## src/rtl/rmbp_pkg.sv

```systemverilog
`timescale 1ns / 1ps

package rmbp_pkg;

    // Field and state widths
    localparam int COUNT_BITS  = 21;
    localparam int LENGTH_BITS = 31;
    localparam int INDEX_BITS  = 20;
    localparam int ACC_BITS    = 32;

    // Result kinds
    localparam logic [1:0] KIND_NONE = 2'd0;
    localparam logic [1:0] KIND_DATA = 2'd1;
    localparam logic [1:0] KIND_DONE = 2'd2;
    localparam logic [1:0] KIND_ERR  = 2'd3;

    // Error codes
    localparam logic [2:0] ERR_NONE   = 3'd0;
    localparam logic [2:0] ERR_PREFIX = 3'd1;
    localparam logic [2:0] ERR_NUMBER = 3'd2;
    localparam logic [2:0] ERR_LIMIT  = 3'd3;
    localparam logic [2:0] ERR_CRLF   = 3'd4;

    // Configuration register indexes
    localparam logic CFG_MAX_ARG_COUNT  = 1'b0;
    localparam logic CFG_MAX_ARG_LENGTH = 1'b1;

    // Reset values of the limits
    localparam logic [COUNT_BITS-1:0]  MAX_COUNT_RESET  = COUNT_BITS'(1024);
    localparam logic [LENGTH_BITS-1:0] MAX_LENGTH_RESET = LENGTH_BITS'(536870912);

    // Protocol characters
    localparam logic [7:0] CH_STAR   = 8'h2A;
    localparam logic [7:0] CH_DOLLAR = 8'h24;
    localparam logic [7:0] CH_PLUS   = 8'h2B;
    localparam logic [7:0] CH_MINUS  = 8'h2D;
    localparam logic [7:0] CH_CR     = 8'h0D;
    localparam logic [7:0] CH_LF     = 8'h0A;
    localparam logic [7:0] CH_ZERO   = 8'h30;
    localparam logic [7:0] CH_NINE   = 8'h39;

    typedef enum logic [12:0] {
        PH_IDLE       = 13'b0000000000001,
        PH_CNT_START  = 13'b0000000000010,
        PH_CNT_SIGNED = 13'b0000000000100,
        PH_CNT_DIGITS = 13'b0000000001000,
        PH_CNT_LF     = 13'b0000000010000,
        PH_BULK       = 13'b0000000100000,
        PH_LEN_START  = 13'b0000001000000,
        PH_LEN_SIGNED = 13'b0000010000000,
        PH_LEN_DIGITS = 13'b0000100000000,
        PH_LEN_LF     = 13'b0001000000000,
        PH_DATA       = 13'b0010000000000,
        PH_DCR        = 13'b0100000000000,
        PH_DLF        = 13'b1000000000000
    } phase_t;

    typedef struct packed {
        phase_t                  phase;
        logic [COUNT_BITS-1:0]   args_remaining;
        logic [LENGTH_BITS-1:0]  bytes_remaining;
        logic [ACC_BITS-1:0]     number_accumulator;
        logic                    number_negative;
        logic [INDEX_BITS-1:0]   current_arg;
    } parse_state_t;

    typedef struct packed {
        logic [1:0]             kind;
        logic [7:0]             data_byte;
        logic [INDEX_BITS-1:0]  arg_index;
        logic                   last_of_arg;
        logic [2:0]             error_code;
    } parse_result_t;

    localparam parse_state_t STATE_RESET = '{
        phase:              PH_IDLE,
        args_remaining:     '0,
        bytes_remaining:    '0,
        number_accumulator: '0,
        number_negative:    1'b0,
        current_arg:        '0
    };

endpackage

```

## src/rtl/resp_multibulk_request_parser_core.sv

```systemverilog
`timescale 1ns / 1ps

// RESP multibulk request parser.
// Input channel (in_valid, in_stall, in_byte) carries the raw request stream,
// one byte per transaction. Output channel (out_valid, out_stall, kind,
// data_byte, arg_index, last_of_arg, error_code) carries exactly one result
// per input byte: nothing, an argument data byte, request complete, or an
// error with its code. After an error the parser is back at idle.
// Configuration channel (cfg_valid, cfg_ready, cfg_index, cfg_data) writes
// max_arg_count (index 0) and max_arg_length (index 1); cfg_ready is always
// high. Write it only while the parser is idle.
// A byte taken into the input register is parsed into the result register,
// whose contents are on the output ports. Throughput: one byte per cycle
// while out_stall is low; the parser state update is a combinational step
// between the input register and the result register.
// When out_stall is high with a result pending, the input register still
// takes one more byte; in_stall rises once both registers are full.
// Reset clears the parser to idle and loads the default limits (1024 args,
// 536870912 bytes per argument).
module resp_multibulk_request_parser_core
    import rmbp_pkg::*;
(
    input  logic                     clk,
    input  logic                     rst_n,
    input  logic                     in_valid,
    output logic                     in_stall,
    input  logic [7:0]               in_byte,
    output logic                     out_valid,
    input  logic                     out_stall,
    output logic [1:0]               kind,
    output logic [7:0]               data_byte,
    output logic [INDEX_BITS-1:0]    arg_index,
    output logic                     last_of_arg,
    output logic [2:0]               error_code,
    input  logic                     cfg_valid,
    output logic                     cfg_ready,
    input  logic                     cfg_index,
    input  logic [LENGTH_BITS-1:0]   cfg_data
);

    logic                     in_full_reg;
    logic [7:0]               in_byte_reg;
    logic                     out_valid_reg;
    parse_result_t            result_reg;
    parse_result_t            result_next;
    parse_state_t             state_reg;
    parse_state_t             state_next;
    logic [COUNT_BITS-1:0]    max_count_reg;
    logic [LENGTH_BITS-1:0]   max_length_reg;
    logic                     advance;
    logic                     accept;

    // Move a byte forward when the result register is free or being drained
    assign advance   = in_full_reg && (!out_valid_reg || !out_stall);
    assign in_stall  = in_full_reg && out_valid_reg && out_stall;
    assign accept    = in_valid && !in_stall;
    assign cfg_ready = 1'b1;

    rmbp_step u_step (
        .state          (state_reg),
        .in_byte        (in_byte_reg),
        .max_arg_count  (max_count_reg),
        .max_arg_length (max_length_reg),
        .state_next     (state_next),
        .result         (result_next)
    );

    // Input register control
    always_ff @(posedge clk or negedge rst_n)
    begin
        if (!rst_n)
            in_full_reg <= 1'b0;
        else if (accept)
            in_full_reg <= 1'b1;
        else if (advance)
            in_full_reg <= 1'b0;
    end

    // Input register payload
    always_ff @(posedge clk)
    begin
        if (accept)
            in_byte_reg <= in_byte;
    end

    // Parser state and result valid
    always_ff @(posedge clk or negedge rst_n)
    begin
        if (!rst_n)
        begin
            state_reg     <= STATE_RESET;
            out_valid_reg <= 1'b0;
        end
        else
        begin
            if (advance)
            begin
                state_reg     <= state_next;
                out_valid_reg <= 1'b1;
            end
            else if (!out_stall)
                out_valid_reg <= 1'b0;
        end
    end

    // Result payload
    always_ff @(posedge clk)
    begin
        if (advance)
            result_reg <= result_next;
    end

    // Configuration writes
    always_ff @(posedge clk or negedge rst_n)
    begin
        if (!rst_n)
        begin
            max_count_reg  <= MAX_COUNT_RESET;
            max_length_reg <= MAX_LENGTH_RESET;
        end
        else if (cfg_valid && cfg_ready)
        begin
            case (cfg_index)
                CFG_MAX_ARG_COUNT:  max_count_reg  <= cfg_data[COUNT_BITS-1:0];
                CFG_MAX_ARG_LENGTH: max_length_reg <= cfg_data;
                default:            max_count_reg  <= max_count_reg;
            endcase
        end
    end

    assign out_valid   = out_valid_reg;
    assign kind        = result_reg.kind;
    assign data_byte   = result_reg.data_byte;
    assign arg_index   = result_reg.arg_index;
    assign last_of_arg = result_reg.last_of_arg;
    assign error_code  = result_reg.error_code;

endmodule

```

## src/rtl/rmbp_step.sv

```systemverilog
`timescale 1ns / 1ps

module rmbp_step
    import rmbp_pkg::*;
(
    input  parse_state_t             state,
    input  logic [7:0]               in_byte,
    input  logic [COUNT_BITS-1:0]    max_arg_count,
    input  logic [LENGTH_BITS-1:0]   max_arg_length,
    output parse_state_t             state_next,
    output parse_result_t            result
);

    logic                 is_digit;
    logic                 is_sign;
    logic [3:0]           digit_val;
    logic [ACC_BITS+3:0]  acc_times_ten;
    logic [ACC_BITS-1:0]  acc_sat;
    logic                 num_zero_or_neg;
    logic                 count_over;
    logic                 length_over;
    parse_state_t         nxt;
    logic [1:0]           kind;
    logic [2:0]           err;
    logic [7:0]           data;
    logic                 last;

    // Classify the byte
    assign is_digit  = (in_byte >= CH_ZERO) && (in_byte <= CH_NINE);
    assign is_sign   = (in_byte == CH_PLUS) || (in_byte == CH_MINUS);
    assign digit_val = 4'(in_byte - CH_ZERO);

    // Decimal accumulate step, saturating at the accumulator width
    assign acc_times_ten = ({4'b0, state.number_accumulator} << 3)
                         + ({4'b0, state.number_accumulator} << 1)
                         + {{ACC_BITS{1'b0}}, digit_val};
    assign acc_sat = (acc_times_ten[ACC_BITS+3:ACC_BITS] != 4'b0)
                   ? {ACC_BITS{1'b1}} : acc_times_ten[ACC_BITS-1:0];

    // Checks on a completed number
    assign num_zero_or_neg = state.number_negative || (state.number_accumulator == '0);
    assign count_over  = state.number_accumulator
                       > {{(ACC_BITS-COUNT_BITS){1'b0}}, max_arg_count};
    assign length_over = state.number_accumulator
                       > {{(ACC_BITS-LENGTH_BITS){1'b0}}, max_arg_length};

    // Advance the parser by one byte
    always_comb
    begin
        nxt  = state;
        kind = KIND_NONE;
        err  = ERR_NONE;
        data = 8'd0;
        last = 1'b0;

        case (state.phase)
            PH_IDLE:
            begin
                if (in_byte == CH_STAR)
                begin
                    nxt.number_accumulator = '0;
                    nxt.number_negative    = 1'b0;
                    nxt.phase              = PH_CNT_START;
                end
                else
                    err = ERR_PREFIX;
            end
            PH_CNT_START, PH_LEN_START:
            begin
                if (is_sign)
                begin
                    nxt.number_negative = (in_byte == CH_MINUS);
                    nxt.phase = (state.phase == PH_CNT_START) ? PH_CNT_SIGNED : PH_LEN_SIGNED;
                end
                else if (!is_digit)
                    err = ERR_NUMBER;
                else
                begin
                    nxt.number_accumulator = {{(ACC_BITS-4){1'b0}}, digit_val};
                    nxt.phase = (state.phase == PH_CNT_START) ? PH_CNT_DIGITS : PH_LEN_DIGITS;
                end
            end
            PH_CNT_SIGNED, PH_LEN_SIGNED:
            begin
                if (!is_digit)
                    err = ERR_NUMBER;
                else
                begin
                    nxt.number_accumulator = {{(ACC_BITS-4){1'b0}}, digit_val};
                    nxt.phase = (state.phase == PH_CNT_SIGNED) ? PH_CNT_DIGITS : PH_LEN_DIGITS;
                end
            end
            PH_CNT_DIGITS, PH_LEN_DIGITS:
            begin
                if (is_digit)
                    nxt.number_accumulator = acc_sat;
                else if (in_byte == CH_CR)
                    nxt.phase = (state.phase == PH_CNT_DIGITS) ? PH_CNT_LF : PH_LEN_LF;
                else
                    err = ERR_NUMBER;
            end
            PH_CNT_LF:
            begin
                if (in_byte != CH_LF)
                    err = ERR_CRLF;
                else if (num_zero_or_neg)
                begin
                    kind = KIND_DONE;
                    nxt  = STATE_RESET;
                end
                else if (count_over)
                    err = ERR_LIMIT;
                else
                begin
                    nxt.args_remaining = state.number_accumulator[COUNT_BITS-1:0];
                    nxt.current_arg    = '0;
                    nxt.phase          = PH_BULK;
                end
            end
            PH_BULK:
            begin
                if (in_byte == CH_DOLLAR)
                begin
                    nxt.number_accumulator = '0;
                    nxt.number_negative    = 1'b0;
                    nxt.phase              = PH_LEN_START;
                end
                else
                    err = ERR_PREFIX;
            end
            PH_LEN_LF:
            begin
                if (in_byte != CH_LF)
                    err = ERR_CRLF;
                else if (num_zero_or_neg)
                begin
                    kind = KIND_DONE;
                    nxt  = STATE_RESET;
                end
                else if (length_over)
                    err = ERR_LIMIT;
                else
                begin
                    nxt.bytes_remaining = state.number_accumulator[LENGTH_BITS-1:0];
                    nxt.phase           = PH_DATA;
                end
            end
            PH_DATA:
            begin
                kind = KIND_DATA;
                data = in_byte;
                if (state.bytes_remaining <= LENGTH_BITS'(1))
                begin
                    last                = 1'b1;
                    nxt.bytes_remaining = '0;
                    nxt.phase           = PH_DCR;
                end
                else
                    nxt.bytes_remaining = state.bytes_remaining - LENGTH_BITS'(1);
            end
            PH_DCR:
            begin
                if (in_byte == CH_CR)
                    nxt.phase = PH_DLF;
                else
                    err = ERR_CRLF;
            end
            PH_DLF:
            begin
                if (in_byte != CH_LF)
                    err = ERR_CRLF;
                else if (state.args_remaining <= COUNT_BITS'(1))
                begin
                    kind = KIND_DONE;
                    nxt  = STATE_RESET;
                end
                else
                begin
                    nxt.args_remaining = state.args_remaining - COUNT_BITS'(1);
                    nxt.current_arg    = state.current_arg + INDEX_BITS'(1);
                    nxt.phase          = PH_BULK;
                end
            end
            default:
            begin
                nxt = STATE_RESET;
            end
        endcase

        // Drop back to idle on any protocol fault
        if (err != ERR_NONE)
        begin
            kind = KIND_ERR;
            nxt  = STATE_RESET;
        end
    end

    assign state_next         = nxt;
    assign result.kind        = kind;
    assign result.data_byte   = data;
    assign result.arg_index   = state.current_arg;
    assign result.last_of_arg = last;
    assign result.error_code  = err;

endmodule

```

## config.mk

```make
export PLATFORM = sky130hd
export DESIGN_NAME = resp_multibulk_request_parser_core
export DESIGN_NICKNAME = d
export VERILOG_FILES = /design/src/rtl/rmbp_pkg.sv /design/src/rtl/resp_multibulk_request_parser_core.sv /design/src/rtl/rmbp_step.sv
export SDC_FILE = /design/constraint.sdc
export NUM_CORES = 1
export LEC_CHECK = 0
export BUFFER_PORTS_ARGS = -buffer_cell sky130_fd_sc_hd__buf_2
export CORE_MARGIN = 3
export CORE_UTILIZATION = 30
export CTS_CLUSTER_SIZE = 14
export DETAILED_ROUTE_END_ITERATION = 6
export PLACE_DENSITY = 0.56
export SLEW_MARGIN = 15
export SYNTH_ARGS = -nofsm -noshare
export SYNTH_HDL_FRONTEND = slang
export SYNTH_HIERARCHICAL = 1
export SYNTH_SLANG_ARGS = --single-unit
export TNS_END_PERCENT = 20
```

## constraint.sdc

```tcl
create_clock -name clk -period 8.45 [get_ports clk]
set_input_delay 1.2675 -clock clk [delete_from_list [all_inputs] [get_ports clk]]
set_output_delay 1.2675 -clock clk [all_outputs]
set_load 0.02 [all_outputs]
```

-- After elaboration in Yosys (flattened, before gate mapping)
Cells that the tools add are included.
- $add $sub $neg: 6
- magnitude comparators: 6
- multiplexer cells: 70
- bitwise logic cells: 1
- equal/unequal tests: 43
- reduce and logical (&&, ||, !) cells: 30
- operators with widths (cell ; count):
    two-way mux 118 bit ; 4
    case mux 32 bit (9 select lines) ; 1
    case mux 31 bit (5 select lines) ; 1
    two-way mux 13 bit ; 11
    case mux 13 bit (10 select lines) ; 1
    two-way mux 32 bit ; 4
    two-way mux 64 bit ; 2
    two-way mux 31 bit ; 3
    case mux 21 bit (4 select lines) ; 1
    case mux 20 bit (4 select lines) ; 1
    two-way mux 34 bit ; 2
    two-way mux 33 bit ; 2
    two-way mux 20 bit ; 3
    two-way mux 53 bit ; 1
    adder 35 x 33 -> 36 bit ; 1
    adder 36 x 4 -> 36 bit ; 1
    != test 3 x 1 -> 1 bit, second input constant ; 11
    == test 8 x 6 -> 1 bit, second input constant ; 4
    > comparator 32 x 21 -> 1 bit ; 1
    > comparator 32 x 31 -> 1 bit ; 1
    zero test 32 bit ; 1
    less-or-equal comparator 31 x 1 -> 1 bit, second input constant ; 1
    subtractor 31 x 1 -> 31 bit, second input constant ; 1
    two-way mux 27 bit ; 1
    other kinds (52) ; 96
- flip-flop bits (word level): 214
- output and inout port bits: 37
- input bits: 45
- word-level logic and storage cells: 172

-- Logic depth before layout (Yosys ltp)
Gate-level depths: netlist of the first run.
- depth after elaboration: 8
- gate-level depth with buffers: 16

-- Modules after synthesis
The synthesis of the first run kept the hierarchy.
- modules (own cells, without submodules) (module ; area an instance (sq um) ; cells each ; times used):
    rmbp_step ; 8843.5 ; 1357 ; 1
    resp_multibulk_request_parser_core ; 7744.9 ; 412 ; 1

-- Worst setup path before layout of the first run
No wires, ideal clock.
- path type: register to register
- start: register state_reg[23] (netlist name)
- end: register state_reg[21] (netlist name)
- setup time: 0.125 ns
- period minus slack after synthesis: 3.982 ns
- arrival time: 3.858 ns
- path slack: 4.468 ns
- path buffers: 1
- required time: 8.325 ns
- stages on the path, launching flop included: 16
- path through: dfrtp_1 > inv_1 > fa_1 > fa_1 > nand2b_1 > a21oi_1 > o211ai_1 > a21o_1 > a2111o_1 > and3_1 > a2111oi_4 > nand2_1 > buf_2 > a221oi_1 > o32ai_1 > mux2_2
- RTL lines (element ; RTL line ; RTL):
    start, declared ; resp_multibulk_request_parser_core.sv:46 ; parse_state_t state_reg;
    start signal, assigned ; resp_multibulk_request_parser_core.sv:98 ; state_reg <= state_next;

==> results of run 1 <==
per-layer routing:
| layer | wire, um | share of wire, % | GRT usage (%) | vias up |
|---|---|---|---|---|
| li1 | - | - | - | 6593 |
| met5 | 0 | 0 | 0 | - |
| met3 | 2370 | 5.0 | 2.13 | 60 |
| met2 | 22600 | 47 | 26.7 | 369 |
| met4 | 1020 | 2.1 | 3.97 | 0 |
| met1 | 21800 | 46 | 22.5 | 6835 |
through the flow:
stage	utilization, %	hold WS, ns	cells	setup WS, ns
detailed placement	31.9	0.491	2447	3.39
floorplan	-	0.448	1769	4.47
global placement	31.9	0.463	2447	3.51
global route	33.8	0.522	2499	2.95
finish	33.8	0.493	2501	3.27
CTS	33.8	0.488	2499	3.35
synth_stat cells (all sizes together) (20+ instances only):
library cell  number
ha               120
edfxtp            42
and3              20
buf               68
o21ai            101
nand2            104
a211oi            26
and2              24
xor2              23
mux2             170
nand4             22
nor4              27
nand3             41
clkbuf            51
nor2             156
a21o              34
inv               91
dfrtp            169
a21oi            132
nor3              58
a22o              26
cell type report:
type	count	area, um^2
fillers	5586	35900
multi-input cells	1345	9930
flip-flops and latches	214	5570
well taps	696	871
clock buffers	34	743
repair buffers	101	564
inverters	91	342
clock inverters	18	289
diodes	2	5.00
kinds of logic (layout without fill, tap and decap cells):
family | count (synthesis) | after routing | synth area share (%)
flip-flops | 214 | 214 | 33.6
buffers and inverters | 210 | 244 | 6.75
AO/OA/AOI/OAI | 457 | 457 | 18.9
AND/OR/NAND/NOR | 550 | 550 | 17.5
XOR/XNOR | 41 | 41 | 2.16
multiplexers | 174 | 174 | 11.8
other | 1 | 3 | 0.0226
adder cells (fa/ha/maj) | 122 | 122 | 9.29
worst max-delay path: cells and delay by family (launching register included):
kind | cells | cell delay, ns
AOI/OAI and AO/OA | 6 | 1.55
and+or+nand+nor | 4 | 1.51
adders and majority gates | 2 | 0.99
DFF | 1 | 0.43
muxes | 1 | 0.30
buffers and inverters | 1 | 0.24
power breakdown:
| group | internal [mW] | switching [mW] |
|---|---|---|
| Sequential | 1.11 | 0.0273 |
| Clock | 0.840 | 0.489 |
| Combinational | 0.0927 | 0.128 |
| Total | 2.04 | 0.644 |
final timing paths:
check                                           from                            end  slack, ns
max in group asynchronous                      rst_n  max_count_reg[18]$_DFFE_PN0P_       6.45
setup reg to reg           state_reg[21]$_DFFE_PN0P_      state_reg[25]$_DFFE_PN0P_       3.27
hold reg to reg              in_full_reg$_DFFE_PN0P_          out_valid$_DFFE_PN0P_       0.49
setup / recovery           state_reg[21]$_DFFE_PN0P_      state_reg[25]$_DFFE_PN0P_       3.27
hold / removal               in_full_reg$_DFFE_PN0P_          out_valid$_DFFE_PN0P_       0.49
min in group asynchronous                      rst_n     state_reg[107]$_DFFE_PN0P_       0.72
cells in the final DEF (no fill, tap or decap), types with 21 or more instances in the layout:
cell type	Yosys	final
nand4_1	22	22
nand2_1	103	103
a21oi_1	131	131
a22o_1	26	26
mux2_2	170	170
clkbuf_16	0	28
inv_1	91	91
dfrtp_1	169	169
nor3_1	53	52
and2_1	23	23
edfxtp_1	42	42
buf_2	32	79
o21ai_0	99	98
nor2_1	156	156
ha_1	120	120
xor2_1	23	23
nand3_1	40	40
a21o_1	32	32
buf_4	23	21
==> summary.txt, run 1 <==
Synth
  – Count of cell types in the netlist: 102
  – Share of the synthesized area in the top cell type: 25.5%
  – Register area share after synthesis: 33.6%
  – Cell taking the most area after synthesis: dfrtp_1
  – Synthesis Warnings: 6
  – Gate Count Post-Synth: 1769
  – Most used DFF post-synth: dfrtp_1
  – EDFF count, synth: 42
  – Synth async-reset ratio: 80.4%
  – Syn avg cell area: ~9.4 um^2
  – Synthesized Nets: around 1900
  – Yosys reg bits: 214
  – Top cells by area, synth: dfrtp_1 25%, mux2_2 12%, ha_1 9.1%
  – Netlist Area Pre-Place: 16600 um^2

Power and ir drop
  – Power Dens Cells: 146 nW/um^2
  – Power Total: 2.68 mW
  – Static leakage: 8.22 nW
  – Worst vdd ir: 0.131 mV

Die
  – Io pins: 82
  – Row Count: 85
  – Die Span X: 241 um
  – Core ar.: 54200 um^2
  – Initial cell density of the core: between 30% and 40%
  – DIE HEIGHT: 241 um
  – Die area: about 58000 um^2

Clock network
  – CTS tree: done
  – Root buffer cell: clkbuf_16
  – Worst skew pair latency: roughly 0.58 ns
  – CTS sink count: 214
  – Post-CTS Setup Bufs: 0
  – # H-tree levels: 1
  – CTS hold repair buffers: 0
  – Clk pin slew, worst setup/hold paths: 0.07 ns
  – TritonCTS Buffers: 28
  – Post-CTS resize count: 0
  – Max Buffers Root-to-Sink: 3

Placed design
  – Gpl congestion: around 0.91
  – I/O Buffers: 80
  – DPL Wire Length: 33300 um
  – Placed cell areas: between 15000 and 20000 um^2

Route
  – Overall routed net length: 47700 um
  – Post-DRT Antenna Nets: 0
  – Iteration-0 DRC Markers: around 1300
  – Mean number of vias per cell: 5.54
  – DRC viols: 2
  – Initial DRT Pass Iterations: 7
  – WL/cell: 19.1 um
  – Via count: about 14000

Timing
  – Hold Vio Cnt, Final: 0
  – RSZ-0062 raised after global routing: no
  – Worst slew pin tran: 1.11 ns
  – Highest Clock Rate: 193 MHz
  – Clock skew: 0.0311 ns
  – Pins Over Slew Limit: 0
  – Relative slew slack: 25.7%
  – TNS Setup: 0 ns
  – Setup violators final: 0
  – Final Cycle Share: about three fifths
  – Min cycle time layout: around 5.2 ns

Critical path
  – Worst setup EP type: flop
  – Cell mode on critical path: fa_1
  – Critical Path Source Type: flop
  – Crit path max fanout: 30
  – Worst-case reg-to-reg path depth: 14
  – WP data arrival: 5.62 ns
  – Worst path cell trace: inv_1, fa_1, fa_1, nand2b_1, a21oi_1, o211ai_1, a21o_1, a2111o_1, and3_1, a2111oi_4, nand2_1, nor2_1, a311oi_1, mux2_2
  – Setup CP Type: reg -> reg
  – Crit-path slowest cell: nand2_1
  – WP data required: 8.89 ns
  – CP max stage delay: 0.68 ns

Global routing
  – Vias in the first global route: 13400
  – GRT Util Overall: approximately 16%
  – Initial antenna violation count: 0
  – Pin count of the biggest net entering global routing: 82
  – First-pass GRT wire length: around 76000 um
  – Grt ovf: 0

Worst hold path
  – Worst min path class: reg -> reg
  – Hold depth: 1

Outcome
  – Failing checks: design-rule violations
  – Status: finished, violations left

Cells and area
  – Share of layout cells above drive strength 1: 21.0%
  – Design area: 18300 um^2
  – Nets: roughly 1900
  – Max reg flops: 118
  – Syn-to-layout area delta: 10.4%

Flow run
  – Maxcap violations: 0
Power figures use the tool's default switching activity.
==> run 2, diff against run 1 <==
--- a/config.mk
+++ b/config.mk
@@ -10,7 +10,7 @@
 export CORE_UTILIZATION = 30
 export CTS_CLUSTER_SIZE = 14
 export DETAILED_ROUTE_END_ITERATION = 6
-export PLACE_DENSITY = 0.56
+export PLACE_DENSITY = 0.57
 export SLEW_MARGIN = 15
 export SYNTH_ARGS = -nofsm -noshare
 export SYNTH_HDL_FRONTEND = slang
==> constraint.sdc (replaced) <==
create_clock -name clk -period 4.57 [get_ports clk]
set_input_delay 0.6855 -clock clk [delete_from_list [all_inputs] [get_ports clk]]
set_output_delay 0.6855 -clock clk [all_outputs]
set_load 0.02 [all_outputs]
==> summary.txt, run 2 (synthesized netlist as in run 1, its figures left out) <==
Critical path
  – Critical Path Source Type: flop (unchanged)
  – Crit path max fanout: 23 (was 30)
  – Family with the most delay on the worst path: compound AO/OA/AOI/OAI gates (unchanged)
  – Worst setup EP type: flop (unchanged)
  – FF-to-FF Start: state_reg[21]$_DFFE_PN0P_ (unchanged)
  – Internal reg-to-reg setup slack: 0.21 ns (was 3.27 ns)
  – CP max stage delay: 0.48 ns (was 0.68 ns)
  – Cell mode on critical path: fa_1 (unchanged)
  – Crit-path slowest cell: fa_1 (was nand2_1)
  – Worst-case reg-to-reg path depth: 15 (was 14)
  – WP data required: 5.04 ns (was 8.89 ns)
  – R2R Path End: state_reg[30]$_DFFE_PN0P_ (was state_reg[25]$_DFFE_PN0P_)
  – WP data arrival: 4.83 ns (was 5.62 ns)
  – Crit path buf inv count: 2 (was 1)
  – Worst path cell trace: inv_1, fa_1, fa_1, nand2b_1, a21oi_1, o211ai_1, a21o_1, a2111o_1, and3_1, a2111oi_4, nand2_1, buf_4, o21ai_0, a211oi_2, mux2_2 (was inv_1, fa_1, fa_1, nand2b_1, a21oi_1, o211ai_1, a21o_1, a2111o_1, and3_1, a2111oi_4, nand2_1, nor2_1, a311oi_1, mux2_2)
  – Setup CP Type: reg -> reg (unchanged)

Timing
  – Relative slew slack: 31.9% (was 25.7%)
  – Final Cycle Share: 95.3% (was 61.3%)
  – Pins Over Slew Limit: 0 (unchanged)
  – Highest Clock Rate: 230 MHz (was 193 MHz)
  – RSZ-0062 raised after global routing: no (unchanged)
  – Min cycle time layout: 4.36 ns (was 5.18 ns)
  – Worst slew pin tran: 1.02 ns (was 1.11 ns)
  – TNS Setup: 0 ns (unchanged)
  – Clock skew: 0.0275 ns (was 0.0311 ns)
  – Hold Vio Cnt, Final: 0 (unchanged)
  – Setup violators final: 0 (unchanged)

Route
  – Iteration-0 DRC Markers: 1146 (was 1284)
  – Via count: 14100 (was 13857)
  – Initial DRT Pass Iterations: 6 (was 7)
  – Post-DRT Antenna Nets: 0 (unchanged)
  – WL/cell: 18.6 um (was 19.1 um)
  – DRC viols: 0 (was 2)
  – Overall routed net length: 47500 um (was 47700 um)
  – Mean number of vias per cell: 5.54 (about the same)

Clock network
  – CTS hold repair buffers: 0 (unchanged)
  – # H-tree levels: 1 (unchanged)
  – Max Buffers Root-to-Sink: 3 (unchanged)
  – CTS sink count: 214 (unchanged)
  – Clk pin slew, worst setup/hold paths: 0.06 ns (was 0.07 ns)
  – Root buffer cell: clkbuf_16 (unchanged)
  – CTS tree: done (unchanged)
  – Worst skew pair latency: 0.59 ns (was 0.58 ns)
  – TritonCTS Buffers: 30 (was 28)

Placed design
  – DPL Wire Length: 33700 um (was 33300 um)
  – I/O Buffers: 80 (unchanged)
  – Gpl congestion: 0.890 (was 0.914)

Die
  – Initial cell density of the core: 30.6% (unchanged)
  – Row Count: 85 (unchanged)
  – DIE HEIGHT: 241 um (unchanged)
  – Die Span X: 241 um (unchanged)
  – Io pins: 82 (unchanged)
  – Die area: 58200 um^2 (unchanged)
  – Core ar.: 54200 um^2 (unchanged)

Cells and area
  – Max reg flops: 118 (unchanged)
  – Fill count: 5580 (was 5586)
  – Syn-to-layout area delta: 12.6% (was 10.4%)
  – Nets: 1994 (was 1948)
  – Commonest non-fill, non-tap cell in the layout: mux2_2 (unchanged)
  – Share of layout cells above drive strength 1: 23.1% (was 21.0%)
  – Commonest non-fill, non-tap cells in the layout: 170 x mux2_2, 169 x dfrtp_1, 156 x nor2_1, 131 x a21oi_1, 120 x ha_1 (unchanged)
  – # diodes: 0 (was 2)
  – Core Util, Final: 34.4% (was 33.8%)

Flow run
  – Maxcap violations: 0 (unchanged)

Global routing
  – Initial antenna violation count: 0 (unchanged)
  – First-pass GRT wire length: 75000 um (was 76200 um)
  – Vias in the first global route: 13447 (was 13400)
  – Grt ovf: 0 (unchanged)
  – GRT Util Overall: 16.0% (was 16.2%)
  – Pin count of the biggest net entering global routing: 87 (was 82)

Outcome
  – Status: complete, no violations (was finished, violations left)

Power and ir drop
  – Static leakage: 8.46 nW (was 8.22 nW)
  – Worst vdd ir: 0.241 mV (was 0.131 mV)
  – Power Dens Cells: 262 nW/um^2 (was 146 nW/um^2)

Worst hold path
  – Worst min path class: in -> async (was reg -> reg)
-- run 2: worst max-delay path by stage --
stage	cells past startpoint	slack, ns	to	from
6_report	15	0.21	state_reg[30]$_DFFE_PN0P_	state_reg[21]$_DFFE_PN0P_
5_1_grt	15	0.002	state_reg[33]$_DFFE_PN0P_	state_reg[21]$_DFFE_PN0P_
4_1_cts	15	0.16	state_reg[35]$_DFFE_PN0P_	state_reg[21]$_DFFE_PN0P_
3_5_place_dp	15	0.20	state_reg[35]$_DFFE_PN0P_	in_byte_reg[3]$_DFFE_PP_
3_3_place_gp	15	0.33	state_reg[30]$_DFFE_PN0P_	in_byte_reg[3]$_DFFE_PP_
2_1_floorplan	15	0.59	state_reg[21]$_DFFE_PN0P_	state_reg[23]$_DFFE_PN0P_
-- run 2: final cells by class --
class / instances / area [um^2] / area share [%]
sequential: 214 / 5570 / 29.8
multi-input combinational: 1345 / 9940 / 53.2
clock buffer: 36 / 783 / 4.19
inverter: 91 / 342 / 1.83
tap: 696 / 871 / 4.66
timing repair buffer: 145 / 945 / 5.06
clock inverter: 20 / 231 / 1.24
-- run 2: timing repair --
action	in CTS	in global routing
endpoints found under the setup margin	0	13
buffers inserted	0	0
resized for setup	0	4
-- run 2: where the power goes --
part           switching [mW]  leakage (nW)  internal, mW  total [mW]
clock network           0.942         0.492          1.45        2.39
registers              0.0470          2.68          2.04        2.09
logic                   0.239          5.28         0.176       0.415
-- run 2: metal layers --
| metal | global-route usage (%) | part of all wire [%] |
|---|---|---|
| met1 | 22.1 | 45 |
| met2 | 26.2 | 46 |
| met3 | 2.08 | 5.7 |
| met4 | 4.36 | 2.5 |
| met5 | 0 | 0 |
-- run 2: worst register-to-register path, cell delays in order, from the launching register on --
cell and delay (ns):
dfrtp_1 0.38, inv_1 0.10, fa_1 0.48, fa_1 0.46, nand2b_1 0.18, a21oi_1 0.21
o211ai_1 0.18, a21o_1 0.25, a2111o_1 0.40, and3_1 0.20, a2111oi_4 0.32, nand2_1 0.15
buf_4 0.25, o21ai_0 0.29, a211oi_2 0.10, mux2_2 0.27
-- run 2: stage by stage --
step                area (um^2)  setup WS, ns  hold slack [ns]  cells  total power, mW
finish                    18700         0.215            0.190   2547             4.90
global route              18700       0.00190            0.252   2547             5.11
CTS                       18700         0.165            0.216   2547             4.99
detailed placement        17600         0.202            0.487   2491             2.55
global placement          17600         0.335            0.471   2491             2.54
floorplan                 16600         0.588            0.390   1769             2.41
